### src/rgb_led_pulse_code_encoder_top_defines.svh
// Assertion macros for the RGB LED pulse-code encoder.
// Used by the top level; depends on nothing else.
`ifndef RGB_LED_PULSE_CODE_ENCODER_TOP_DEFINES_SVH
`define RGB_LED_PULSE_CODE_ENCODER_TOP_DEFINES_SVH

// Same-cycle implication, checked outside reset.
`define RLPC_ASSERT_SAME(label, clk, rst_n, ante, cons, msg) \
  label: assert property (@(posedge clk) disable iff (!rst_n) (ante) |-> (cons)) \
    else $error(msg);

// Next-cycle implication, checked outside reset.
`define RLPC_ASSERT_NEXT(label, clk, rst_n, ante, cons, msg) \
  label: assert property (@(posedge clk) disable iff (!rst_n) (ante) |=> (cons)) \
    else $error(msg);

`endif

### src/rlpc_pkg.sv
// Shared constants, types and the tangent factor table of the pulse-code encoder.
// Depends on nothing; used by every module of the block.
package rlpc_pkg;

  localparam int unsigned SCALE_FRAC_BITS_DEF = 16;
  localparam int unsigned TOP_BIT             = 23;
  localparam int unsigned COLOR_W             = TOP_BIT + 1;

  localparam logic [1:0] CODE_ONE  = 2'd3;
  localparam logic [1:0] CODE_ZERO = 2'd2;
  localparam logic [1:0] CODE_GAP  = 2'd0;

  localparam logic [7:0] DEFAULT_GAP    = 8'd50;
  localparam logic [5:0] MAX_ANGLE      = 6'd45;
  localparam logic [4:0] LAST_DATA_SLOT = 5'd23;
  localparam logic [4:0] GAP_SLOT       = 5'd24;

  typedef enum logic [1:0] {
    CFG_SCALE_ENABLE = 2'd0,
    CFG_BRIGHTNESS   = 2'd1,
    CFG_RESET_SLOTS  = 2'd2
  } cfg_idx_e;

  // One pixel handed to the serializer: packed GRB word and the frame mark.
  typedef struct packed {
    logic [COLOR_W-1:0] color;
    logic               last;
  } pixel_t;

  // Serializer status seen by the input stage.
  typedef struct packed {
    logic busy;
    logic free;
  } ser_stat_t;

  // tan(b degrees) in unsigned Q1.16, rounded to nearest. Angles above the
  // maximum saturate to unity.
  function automatic logic [16:0] tan_q16(input logic [5:0] b);
    logic [16:0] t;
    case (b)
      6'd0:  t = 17'd0;
      6'd1:  t = 17'd1144;
      6'd2:  t = 17'd2289;
      6'd3:  t = 17'd3435;
      6'd4:  t = 17'd4583;
      6'd5:  t = 17'd5734;
      6'd6:  t = 17'd6888;
      6'd7:  t = 17'd8047;
      6'd8:  t = 17'd9210;
      6'd9:  t = 17'd10380;
      6'd10: t = 17'd11556;
      6'd11: t = 17'd12739;
      6'd12: t = 17'd13930;
      6'd13: t = 17'd15130;
      6'd14: t = 17'd16340;
      6'd15: t = 17'd17560;
      6'd16: t = 17'd18792;
      6'd17: t = 17'd20036;
      6'd18: t = 17'd21294;
      6'd19: t = 17'd22566;
      6'd20: t = 17'd23853;
      6'd21: t = 17'd25157;
      6'd22: t = 17'd26478;
      6'd23: t = 17'd27818;
      6'd24: t = 17'd29179;
      6'd25: t = 17'd30560;
      6'd26: t = 17'd31964;
      6'd27: t = 17'd33392;
      6'd28: t = 17'd34846;
      6'd29: t = 17'd36327;
      6'd30: t = 17'd37837;
      6'd31: t = 17'd39378;
      6'd32: t = 17'd40951;
      6'd33: t = 17'd42560;
      6'd34: t = 17'd44205;
      6'd35: t = 17'd45889;
      6'd36: t = 17'd47615;
      6'd37: t = 17'd49385;
      6'd38: t = 17'd51202;
      6'd39: t = 17'd53070;
      6'd40: t = 17'd54991;
      6'd41: t = 17'd56970;
      6'd42: t = 17'd59009;
      6'd43: t = 17'd61113;
      6'd44: t = 17'd63287;
      default: t = 17'd65536;
    endcase
    return t;
  endfunction

  // Moves a Q1.16 factor to frac fractional bits: a left shift when widening,
  // round half up when narrowing.
  function automatic logic [31:0] aligned_factor(input logic [16:0] t,
                                                 input int unsigned frac);
    logic [31:0] w;
    int unsigned dn;
    w = {15'd0, t};
    dn = 0;
    if (frac >= 16) begin
      return w << (frac - 16);
    end else begin
      dn = 16 - frac;
      return (w + (32'd1 << (dn - 1))) >> dn;
    end
  endfunction

endpackage

### src/rlpc_scaler.sv
// One color channel scaled by tan(brightness), truncated and saturated to a byte.
// Depends on rlpc_pkg for the factor table and alignment.
module rlpc_scaler import rlpc_pkg::*; #(
  parameter int unsigned ScaleFracBits = SCALE_FRAC_BITS_DEF
) (
  input  logic [7:0] chan_i,
  input  logic [5:0] bright_i,
  output logic [7:0] chan_o
);

  localparam int unsigned FactW = ScaleFracBits + 1;
  localparam int unsigned ProdW = FactW + 8;

  logic [FactW-1:0] factor;
  logic [ProdW-1:0] prod;
  logic [8:0]       whole;

  assign factor = FactW'(aligned_factor(tan_q16(bright_i), ScaleFracBits));
  assign prod   = ProdW'(chan_i) * ProdW'(factor);
  assign whole  = prod[ProdW-1:ScaleFracBits];
  assign chan_o = whole[8] ? 8'hFF : whole[7:0];

endmodule

### src/rlpc_serializer.sv
// Result stage: shifts a GRB word out as 24 duty codes, then the latch gap if marked.
// Depends on rlpc_pkg for codes, slot limits and the pixel and status types.
module rlpc_serializer import rlpc_pkg::*; (
  input  logic       clk_i,
  input  logic       rst_ni,
  input  logic       load_i,
  input  pixel_t     pixel_i,
  input  logic [7:0] gap_len_i,
  output ser_stat_t  stat_o,
  output logic       out_valid_o,
  input  logic       out_ready_i,
  output logic [1:0] duty_code_o,
  output logic [7:0] repeat_count_o,
  output logic       frame_end_o
);

  logic               busy_q;
  logic [COLOR_W-1:0] color_q;
  logic               last_q;
  logic [4:0]         slot_q;
  logic               is_gap;
  logic               final_slot;
  logic               take;

  assign is_gap     = (slot_q == GAP_SLOT);
  assign final_slot = is_gap || ((slot_q == LAST_DATA_SLOT) && !last_q);
  assign take       = busy_q && out_ready_i;

  assign out_valid_o    = busy_q;
  assign duty_code_o    = is_gap ? CODE_GAP : (color_q[COLOR_W-1] ? CODE_ONE : CODE_ZERO);
  assign repeat_count_o = is_gap ? gap_len_i : 8'd1;
  assign frame_end_o    = is_gap;

  assign stat_o.busy = busy_q;
  assign stat_o.free = !busy_q || (take && final_slot);

  always_ff @(posedge clk_i or negedge rst_ni) begin
    if (!rst_ni) begin
      busy_q <= 1'b0;
      slot_q <= '0;
    end else if (load_i) begin
      busy_q <= 1'b1;
      slot_q <= '0;
    end else if (take) begin
      if (final_slot) begin
        busy_q <= 1'b0;
      end else begin
        slot_q <= slot_q + 5'd1;
      end
    end
  end

  always_ff @(posedge clk_i) begin
    if (load_i) begin
      color_q <= pixel_i.color;
      last_q  <= pixel_i.last;
    end else if (take) begin
      color_q <= {color_q[COLOR_W-2:0], 1'b0};
    end
  end

endmodule

### src/rgb_led_pulse_code_encoder_top.sv
// Top level of the RGB LED pulse-code encoder: configuration registers, input
// register, three channel scalers and the serializer. Depends on rlpc_pkg,
// rlpc_scaler, rlpc_serializer and the assertion macro header.
//
//  Channel  Direction  Handshake                 Payload
//  -------  ---------  ------------------------  ----------------------------------
//  in       sink       in_valid_i / in_ready_o   red_i, green_i, blue_i, last_pixel_i
//  out      source     out_valid_o / out_ready_i duty_code_o, repeat_count_o,
//                                                frame_end_o
//  cfg      sink       cfg_we_i (no wait)        cfg_index_i, cfg_wdata_i
//
// A pixel gives 24 results, or 25 when it is marked last; the serializer
// emits one result per cycle while the output is ready, and it loads the next
// pixel as the final result of the one before is taken, so no bubble forms.
// A request sits in the input register, is scaled on its way into the
// serializer, and the next request is accepted while the current one shifts out.
// Reset clears valid flags and loads the register defaults; there is no clearing pass.
// A stalled output holds the current code; the input stalls only when both the
// input register and the serializer are occupied.
`include "rgb_led_pulse_code_encoder_top_defines.svh"

module rgb_led_pulse_code_encoder_top import rlpc_pkg::*; #(
  parameter int unsigned ScaleFracBits = SCALE_FRAC_BITS_DEF
) (
  input  logic       clk_i,
  input  logic       rst_ni,
  // Pixel requests.
  input  logic       in_valid_i,
  output logic       in_ready_o,
  input  logic [7:0] red_i,
  input  logic [7:0] green_i,
  input  logic [7:0] blue_i,
  input  logic       last_pixel_i,
  // Duty-code results.
  output logic       out_valid_o,
  input  logic       out_ready_i,
  output logic [1:0] duty_code_o,
  output logic [7:0] repeat_count_o,
  output logic       frame_end_o,
  // Configuration writes.
  input  logic       cfg_we_i,
  input  logic [1:0] cfg_index_i,
  input  logic [7:0] cfg_wdata_i
);

  // Configuration registers.
  logic       scale_en_q;
  logic [5:0] bright_q;
  logic [7:0] gap_slots_q;

  always_ff @(posedge clk_i or negedge rst_ni) begin
    if (!rst_ni) begin
      scale_en_q  <= 1'b0;
      bright_q    <= MAX_ANGLE;
      gap_slots_q <= DEFAULT_GAP;
    end else if (cfg_we_i) begin
      case (cfg_index_i)
        CFG_SCALE_ENABLE: scale_en_q  <= cfg_wdata_i[0];
        CFG_BRIGHTNESS:   bright_q    <= cfg_wdata_i[5:0];
        CFG_RESET_SLOTS:  gap_slots_q <= cfg_wdata_i;
        default: begin
          // Writes to an unused index are dropped.
        end
      endcase
    end
  end

  // A zero gap length is stretched to one slot.
  logic [7:0] gap_len;
  assign gap_len = (gap_slots_q == 8'd0) ? 8'd1 : gap_slots_q;

  // Input register. It refills in the same cycle that its pixel moves on.
  logic       a_valid_q;
  logic [7:0] a_red_q;
  logic [7:0] a_green_q;
  logic [7:0] a_blue_q;
  logic       a_last_q;
  logic       a_take;
  logic       in_take;
  ser_stat_t  ser_stat;

  assign a_take     = a_valid_q && ser_stat.free;
  assign in_ready_o = !a_valid_q || a_take;
  assign in_take    = in_valid_i && in_ready_o;

  always_ff @(posedge clk_i or negedge rst_ni) begin
    if (!rst_ni) begin
      a_valid_q <= 1'b0;
    end else if (in_take) begin
      a_valid_q <= 1'b1;
    end else if (a_take) begin
      a_valid_q <= 1'b0;
    end
  end

  always_ff @(posedge clk_i) begin
    if (in_take) begin
      a_red_q   <= red_i;
      a_green_q <= green_i;
      a_blue_q  <= blue_i;
      a_last_q  <= last_pixel_i;
    end
  end

  // Brightness scaling: one multiplier per channel, all in parallel.
  logic [7:0] red_sc;
  logic [7:0] green_sc;
  logic [7:0] blue_sc;

  rlpc_scaler #(.ScaleFracBits(ScaleFracBits)) u_scale_red (
    .chan_i  (a_red_q),
    .bright_i(bright_q),
    .chan_o  (red_sc)
  );

  rlpc_scaler #(.ScaleFracBits(ScaleFracBits)) u_scale_green (
    .chan_i  (a_green_q),
    .bright_i(bright_q),
    .chan_o  (green_sc)
  );

  rlpc_scaler #(.ScaleFracBits(ScaleFracBits)) u_scale_blue (
    .chan_i  (a_blue_q),
    .bright_i(bright_q),
    .chan_o  (blue_sc)
  );

  // The word goes out most significant bit first in green, red, blue order.
  pixel_t pixel;
  assign pixel.color = scale_en_q ? {green_sc, red_sc, blue_sc}
                                  : {a_green_q, a_red_q, a_blue_q};
  assign pixel.last  = a_last_q;

  rlpc_serializer u_serializer (
    .clk_i         (clk_i),
    .rst_ni        (rst_ni),
    .load_i        (a_take),
    .pixel_i       (pixel),
    .gap_len_i     (gap_len),
    .stat_o        (ser_stat),
    .out_valid_o   (out_valid_o),
    .out_ready_i   (out_ready_i),
    .duty_code_o   (duty_code_o),
    .repeat_count_o(repeat_count_o),
    .frame_end_o   (frame_end_o)
  );

  // The gap result carries the gap code and a nonzero slot count.
  `RLPC_ASSERT_SAME(a_gap_fields, clk_i, rst_ni, out_valid_o && frame_end_o,
                    (duty_code_o == CODE_GAP) && (repeat_count_o != 8'd0),
                    "gap result has wrong code or count")

  // A data result is a one or zero code lasting a single slot.
  `RLPC_ASSERT_SAME(a_data_fields, clk_i, rst_ni, out_valid_o && !frame_end_o,
                    (repeat_count_o == 8'd1) &&
                    ((duty_code_o == CODE_ONE) || (duty_code_o == CODE_ZERO)),
                    "data result has wrong code or count")

  // The input only stalls with a pixel waiting in the input register.
  `RLPC_ASSERT_SAME(a_stall_cause, clk_i, rst_ni, !in_ready_o,
                    a_valid_q && ser_stat.busy,
                    "input stalled without a waiting pixel")

  // A waiting pixel follows the finished one without a bubble.
  `RLPC_ASSERT_NEXT(a_no_bubble, clk_i, rst_ni, a_take, out_valid_o,
                    "serializer idle after loading a pixel")

endmodule
### config.mk
export PLATFORM = sky130hd
export DESIGN_NAME = rgb_led_pulse_code_encoder_top
export DESIGN_NICKNAME = d
export VERILOG_FILES = /design/src/rlpc_pkg.sv /design/src/rlpc_scaler.sv /design/src/rlpc_serializer.sv /design/src/rgb_led_pulse_code_encoder_top.sv
export VERILOG_INCLUDE_DIRS = /design/src /design/src/src
export SDC_FILE = /design/constraint.sdc
export NUM_CORES = 1
export LEC_CHECK = 0
export BUFFER_PORTS_ARGS = -buffer_cell sky130_fd_sc_hd__buf_2
export CORE_MARGIN = 2
export CORE_UTILIZATION = 55
export DETAILED_ROUTE_END_ITERATION = 8
export GPL_TIMING_DRIVEN = 0
export PLACE_DENSITY = 0.75
export SYNTH_ARGS = -nofsm -noshare
export SYNTH_HDL_FRONTEND = slang
export SYNTH_SLANG_ARGS = --single-unit
### constraint.sdc
create_clock -name clk_i -period 7.35 [get_ports clk_i]
set_input_delay 2.205 -clock clk_i [delete_from_list [all_inputs] [get_ports clk_i]]
set_output_delay 2.205 -clock clk_i [all_outputs]
set_load 0.005 [all_outputs]
==> metrics.md, run 1 <==
| Metric | Value |
|---|---|
| RR Startpoint | `bright_q[0]$_DFFE_PN1P_` |
| Post-layout util | `61.0%` |
| CTS root buf | `clkbuf_16` |
| Sequential area share after synthesis | `13.0%` |
| Nets | `2274` |
| Synth top area share | `33.6%` |
| Cell Area, Synth | `0.0159 mm²` |
| Vias in the first global route | `13400` |
| Core Box Area | `0.0285 mm²` |
| # Max-Cap Violations | `0` |
| Area delta synth->final | `9.53%` |
| Worst setup SP type | `flip-flop` |
| Reg-to-Reg End | `u_serializer.color_q[21]$_DFFE_PP_` |
| Gr busiest metal | `met2` |
| DR iter-0 viols | `1056` |
| Slew Limit Headroom | `32.2%` |
| Ports | `53` |
| Hold path depth | `0` |
| Critical path arrival | `7260 ps` |
| Routed WL | `40.8 mm` |
| Synthesized area per cell | `9.09 µm²` |
| Total GRT Usage | `28.3%` |
| CP Max Fanout | `10` |
| R2R setup slack | `160 ps` |
| Die area | `0.0303 mm²` |
| Critical hold path startpoint | `a_last_q$_DFFE_PP_` |
| CTS sink count | `72` |
| Min Clock Period, post-route | `7190 ps` |
| Largest net degree at the start of global routing | `26` |
| Total grt overflow | `0` |
| Drt pass-1 iters | `5` |
| Routed vias | `12400` |
| R2R cell count | `26` |
| Achievable frequency | `0.139 GHz` |
| Worst Setup End Kind | `flip-flop` |
| Layout fillers | `2443` |
| Slew @ Worst Pin | `1020 ps` |
| Status | `finished clean` |
| Clk_lat worst skew | `330 ps` |
| Largest area contributor in the netlist | `fa_1` |
| First-pass GRT wire length | `68.0 mm` |
| Yosys cell types | `69` |
| Period utilization | `97.8%` |
| Synth Register Bits | `72` |
| Synth warnings | `0` |
| Met3 usage | `4.94%` |
| Per-cell routed wire length | `18.4 µm` |
| Setup violators final | `0` |
| Final Skew | `9.71 ps` |
| Layout cells sized above 1 | `11.4%` |
| HP Class | `reg -> reg` |
| Count of final hold-check violations | `0` |
| # diodes | `0` |
| Row cnt | `62` |
| Commonest non-fill, non-tap cell in the layout | `inv_1` |
| CP Data Required Time | `7420 ps` |
| Post-synth net total | `2191` |
| Number of H-tree levels | `3` |
| Async S/R FF share, synth | `30.6%` |
| Slew Limit Fails | `0` |
| Initial Util | `55.7%` |
| IO Port Bufs | `52` |
| CTS max path bufs | `2` |
| CTS tree | `done` |
| Hold Path Sink | `u_serializer.last_q$_DFFE_PP_` |
| Critical path class | `reg -> reg` |
| M1 GR Usage | `37.5%` |
| Remaining antenna violation count | `0` |
| Post-route DRC | `0` |
| Num CTS Buffers | `9` |
| Number of synthesized flops with an enable pin | `50` |
| Final HPWL from detailed placement | `32.6 mm` |
| Overall die height | `174 µm` |
| Die width | `174 µm` |
| Initial antenna violation count | `1` |
| Vias per std cell | `5.58` |
| Most frequent cells in the layout | `304 x inv_1, 267 x fa_1, 223 x and2_1, 134 x ha_1, 129 x nand2_1` |
| Final TNS setup | `0 ps` |
| Clock Pin Slew Worst Setup and Hold Paths | `50 ps` |
| GPL Wtd Cong | `0.930` |
| Most used flip-flop cell after synthesis | `edfxtp_1` |
| Met2 Use GR | `47.1%` |
| Cells after Synth | `1748` |
| Dominant cells by area after synthesis | `fa_1 34%, ha_1 11%, edfxtp_1 9.4%` |
==> layout make-up <==
class                   count  area (µm²)  area share (%)
clock buffers              12         236            1.36
repair buffers             72         418            2.40
well taps                 384         480            2.76
flip-flops and latches     72        2060            11.8
clock inverters             4        20.0           0.115
inverters                 305        1150            6.60
plain buffers              87         462            2.65
multi-input cells        1284       12600            72.3
==> worst max-delay path by stage <==
stage / start / endpoint / cells past startpoint
global placement: bright_q[2]$_DFFE_PN1P_ / u_serializer.color_q[14]$_DFFE_PP_ / 25
CTS: bright_q[2]$_DFFE_PN1P_ / u_serializer.color_q[19]$_DFFE_PP_ / 26
detailed placement: bright_q[2]$_DFFE_PN1P_ / u_serializer.color_q[9]$_DFFE_PP_ / 25
floorplan: bright_q[0]$_DFFE_PN1P_ / u_serializer.color_q[16]$_DFFE_PP_ / 27
finish: bright_q[0]$_DFFE_PN1P_ / u_serializer.color_q[21]$_DFFE_PP_ / 26
global route: bright_q[0]$_DFFE_PN1P_ / u_serializer.color_q[21]$_DFFE_PP_ / 29
==> metrics by stage <==
| step | hold slack [ps] | setup WS (ps) | cell area [µm²] | instances |
|---|---|---|---|---|
| 3_5_place_dp | 411 | -1320 | 16600 | 2184 |
| 2_1_floorplan | 400 | 478 | 15900 | 1748 |
| 4_1_cts | 443 | 15.3 | 17100 | 2209 |
| 3_3_place_gp | 411 | -1230 | 16600 | 2184 |
| 5_1_grt | 458 | -2.31 | 17400 | 2220 |
| 6_report | 439 | 160 | 17400 | 2220 |
==> cell usage after synthesis (11+ instances only) <==
library cell and count:
edfxtp_1 50, a21o_1 11, a211oi_1 12, xor2_1 14, clkbuf_1 80, ha_1 136
and3_1 19, nor3_1 20, dfrtp_1 15, a21oi_1 57, inv_1 305, nor2_1 49
o21ai_0 57, fa_1 267, nand3_1 11, nand2_1 129, or3_1 19, mux2_2 15
and2_1 223, nor2b_1 102, nand2b_1 16, nand4_1 11
==> sequential cells by signal, summed over array words and instances (netlist names) <==
name	count
scale_en_q	1
gap_slots_q	8
a_last_q	1
a_blue_q	8
a_valid_q	1
u_serializer.out_valid_o	1
u_serializer.slot_q	5
u_serializer.last_q	1
a_red_q	8
u_serializer.color_q	24
a_green_q	8
bright_q	6
==> metal layers <==
layer  part of all wire, %  vias up
li1                      -     5685
met1                    42     6137
met2                    47      478
met3                   7.7       86
met4                   2.9        0
met5                     0        -
==> timing repair <==
action	4_1_cts	5_1_grt
hold buffers	0	0
cloned	0	0
resized for setup	68	93
buffers inserted	9	11
endpoints found under the setup margin	24	24
pin swaps	1	12
==> cell families (layout without fill, tap and decap cells) <==
group / count (synthesis) / count (layout) / share of synthesized area (%)
mux: 17 / 17 / 1.27
fa+ha+maj: 403 / 403 / 44.3
compound gates: 220 / 220 / 9.34
xor+xnor: 24 / 24 / 1.32
simple gates: 620 / 620 / 21.5
flops: 72 / 72 / 13.0
buf+inv: 392 / 480 / 9.28
==> critical path, cell delays in order, from the launching register on <==
cell        delay [ps]
dfstp_2            540
buf_8              150
clkinvlp_4         160
ha_4               310
nand2b_2           230
nor3b_1            160
a2111o_1           410
o21ai_2            150
clkbuf_2           350
and2_1             210
fa_1               460
fa_1               470
fa_1               510
inv_1               50
fa_1               480
inv_1               40
ha_1               310
nand2_1             80
nor2_1              50
a211oi_2           330
and3_4             260
a22oi_4            110
a211o_4            370
a31oi_4            210
mux2i_4            300
buf_4              180
a21oi_2             50
Power of run 1 is not shown: default switching activity piles up to over one toggle a cycle in this logic, so the estimate is an artifact.
==> inputs of run 2 (changes only) <==
PLACE_DENSITY = 0.74   (was 0.75)
SYNTH_HIERARCHICAL = 1   (was default)
==> run 2 against run 1 <==
Net effect: critical endpoint is now u_serializer/color_q[18]$_DFFE_PP_; highest routed layer unchanged; sequential share of layout area shrank 2.4 points; the flow now finishes with violations (setup timing); maximum frequency shrank 2.6%; first-iteration DRC count grew 85%; synthesized cell count grew 27%; critical path depth grew 1.
==> metrics.md, run 2 <==
| Metric | Value |
|---|---|
| Largest register FFs | `24 (unchanged)` |
| CTS max path bufs | `2 (unchanged)` |
| Setup violators final | `3 (+3)` |
| Achievable frequency | `0.135 GHz (-2.6%)` |
| Min Clock Period, post-route | `7380 ps (+195 ps)` |
| Cells after Synth | `2228 (+27%)` |
| Final cell count without fillers | `2838 (+28%)` |
| Drt pass-1 iters | `6 (+1)` |
| Initial antenna violation count | `0 (-1)` |
| Failing checks | `setup timing` |
| Post-route DRC | `0 (unchanged)` |
| Initial Util | `55.5% (-0.22 points)` |
| Placed cell count | `2735 (+25%)` |
| Clock Pin Slew Worst Setup and Hold Paths | `60 ps (about the same)` |
| Overall die height | `190 µm (+9.3%)` |
| CTS root buf | `clkbuf_16` |
| Routed vias | `17500 (+41%)` |
| WL met1 | `23.1 mm (+34%)` |
| Met2 wire len | `27.5 mm (+43%)` |
| Nets | `2837 (+25%)` |
| DR top layer | `met4` |
| Post-synth net total | `2687 (+23%)` |
| Vias per std cell | `6.15 (+10%)` |
| Die area | `0.0362 mm² (+19%)` |
| CTS tree | `done` |
| Final HPWL from detailed placement | `43.4 mm (+33%)` |
| DP Worst Slack | `-1720 ps (-400 ps)` |
| Count of final hold-check violations | `0 (unchanged)` |
| CP Data Required Time | `7430 ps (about the same)` |
| Clk_lat worst skew | `340 ps (about the same)` |
| Routed WL | `58.3 mm (+43%)` |
| Area delta synth->final | `15.8%` |
| Critical path arrival | `7470 ps (+210 ps)` |
| First-pass GRT wire length | `92.8 mm (+36%)` |
| Final Skew | `5.24 ps (-4.48 ps)` |
| Commonest non-fill, non-tap cell in the layout | `inv_1` |
| Total GRT Usage | `32.3% (+4.1 points)` |
| Worst Setup End Kind | `flip-flop` |
| Met3 wire length | `5.12 mm (+64%)` |
| Synthesized area per cell | `8.56 µm² (-5.9%)` |
| # diodes | `0 (unchanged)` |
| RSZ-0062 raised after global routing | `true` |
| Critical path class | `reg -> reg` |
| Ports | `53 (unchanged)` |
| Biggest register | `u_serializer/color_q` |
| Cell Area, Synth | `0.0191 mm² (+20%)` |
| Slew @ Worst Pin | `1310 ps (+289 ps)` |
| Worst setup SP type | `flip-flop` |
| DR iter-0 viols | `1956 (+85%)` |
| Largest net degree at the start of global routing | `26 (unchanged)` |
| Number of H-tree levels | `3 (unchanged)` |
| Per-cell routed wire length | `20.5 µm (+12%)` |
| Slew Limit Fails | `0 (unchanged)` |
| HP Class | `reg -> reg` |
| Final worst setup slack | `-34.9 ps (-195 ps)` |
| IO Port Bufs | `52 (unchanged)` |
| Hold path depth | `0 (unchanged)` |
| Remaining antenna violation count | `0 (unchanged)` |
| # Max-Cap Violations | `0 (unchanged)` |
| Vias in the first global route | `17600 (+31%)` |
| GPL Wtd Cong | `0.990 (+6.4%)` |
| Most frequent cells in the layout | `334 x inv_1, 266 x fa_1, 208 x and2_1, 189 x nand2_1, 134 x ha_1` |
| Layout cells sized above 1 | `20.4% (+9.0 points)` |
| CP Max Fanout | `8 (-2)` |
| Core Box Area | `0.0344 mm² (+20%)` |
| Synth warnings | `6 (+6)` |
| Row cnt | `68 (+9.7%)` |
| Total grt overflow | `0 (unchanged)` |
| Die width | `190 µm (+9.3%)` |
| Period utilization | `100% (+2.6 points)` |
| Num CTS Buffers | `9 (unchanged)` |
| Slew Limit Headroom | `12.9% (-19 points)` |
| R2R cell count | `27 (+3.8%)` |
| Status | `finished with violations` |
| CTS sink count | `72 (unchanged)` |
[run 2: layout make-up]
| cell class | count | area, µm² |
|---|---|---|
| fill | 2863 | 12300 |
| timing repair buffer | 141 | 1040 |
| multi-input combinational | 1703 | 16100 |
| clock buffer | 11 | 275 |
| buffer | 104 | 629 |
| clock inverter | 5 | 33.8 |
| tap | 455 | 569 |
| sequential | 72 | 2080 |
| inverter | 347 | 1330 |
[run 2: critical path: stages, from the launching register on]
cell and delay, ps:
dfstp_4 710, buf_12 130, clkinvlp_4 150, ha_4 240
buf_8 140, nor2_2 130, o22ai_2 100, a221oi_2 320
o22ai_4 180, and2_4 230, fa_1 570, fa_1 480
fa_1 600, inv_1 70, fa_1 510, inv_2 50
ha_4 270, nand4_1 230, nor4_4 370, nand3_2 130
a2111oi_4 300, nor3b_4 100, o211ai_2 220, xnor2_2 140
buf_6 150, o21ai_1 70, mux2_2 280, mux2_4 270
[run 2: path summary, 6_finish.rpt]
| path | from | to | slack (ps) |
|---|---|---|---|
| max in group asynchronous | rst_ni | bright_q[1]$_DFFE_PN0P_ | 5160 |
| worst min-delay path | a_last_q$_DFFE_PP_ | u_serializer/last_q$_DFFE_PP_ | 420 |
| worst min register to register | a_last_q$_DFFE_PP_ | u_serializer/last_q$_DFFE_PP_ | 420 |
| worst max-delay path | bright_q[0]$_DFFE_PN1P_ | u_serializer/color_q[18]$_DFFE_PP_ | -30 |
| min in group asynchronous | rst_ni | u_serializer/slot_q[1]$_DFFE_PN0P_ | 1820 |
| worst max register to register | bright_q[0]$_DFFE_PN1P_ | u_serializer/color_q[18]$_DFFE_PP_ | -30 |
[run 2: stage by stage]
step	hold slack [ps]	utilization, %	TNS, ps	instance area [µm²]
2_1_floorplan	400	-	0	19100
3_3_place_gp	405	57.9	-32220	19900
3_5_place_dp	412	57.9	-32770	19900
4_1_cts	426	60.9	-7.43	20900
5_1_grt	434	64.2	-1800	22100
6_report	424	64.2	-61.9	22100
[run 2: per-layer routing]
layer,global-route usage [%],vias to the layer above
met3,4.78,230
met2,53.4,1056
met1,43.4,8526
li1,-,7652
met5,0,-
met4,11.7,0
[run 2: timing repair]
| action | in CTS | in global routing |
|---|---|---|
| pin swaps | 20 | 52 |
| gates resized for setup | 106 | 203 |
| hold buffers | 0 | 0 |
| buffers inserted | 38 | 51 |
| endpoints found under the setup margin | 24 | 24 |
Power of run 2 is left out for the same reason.
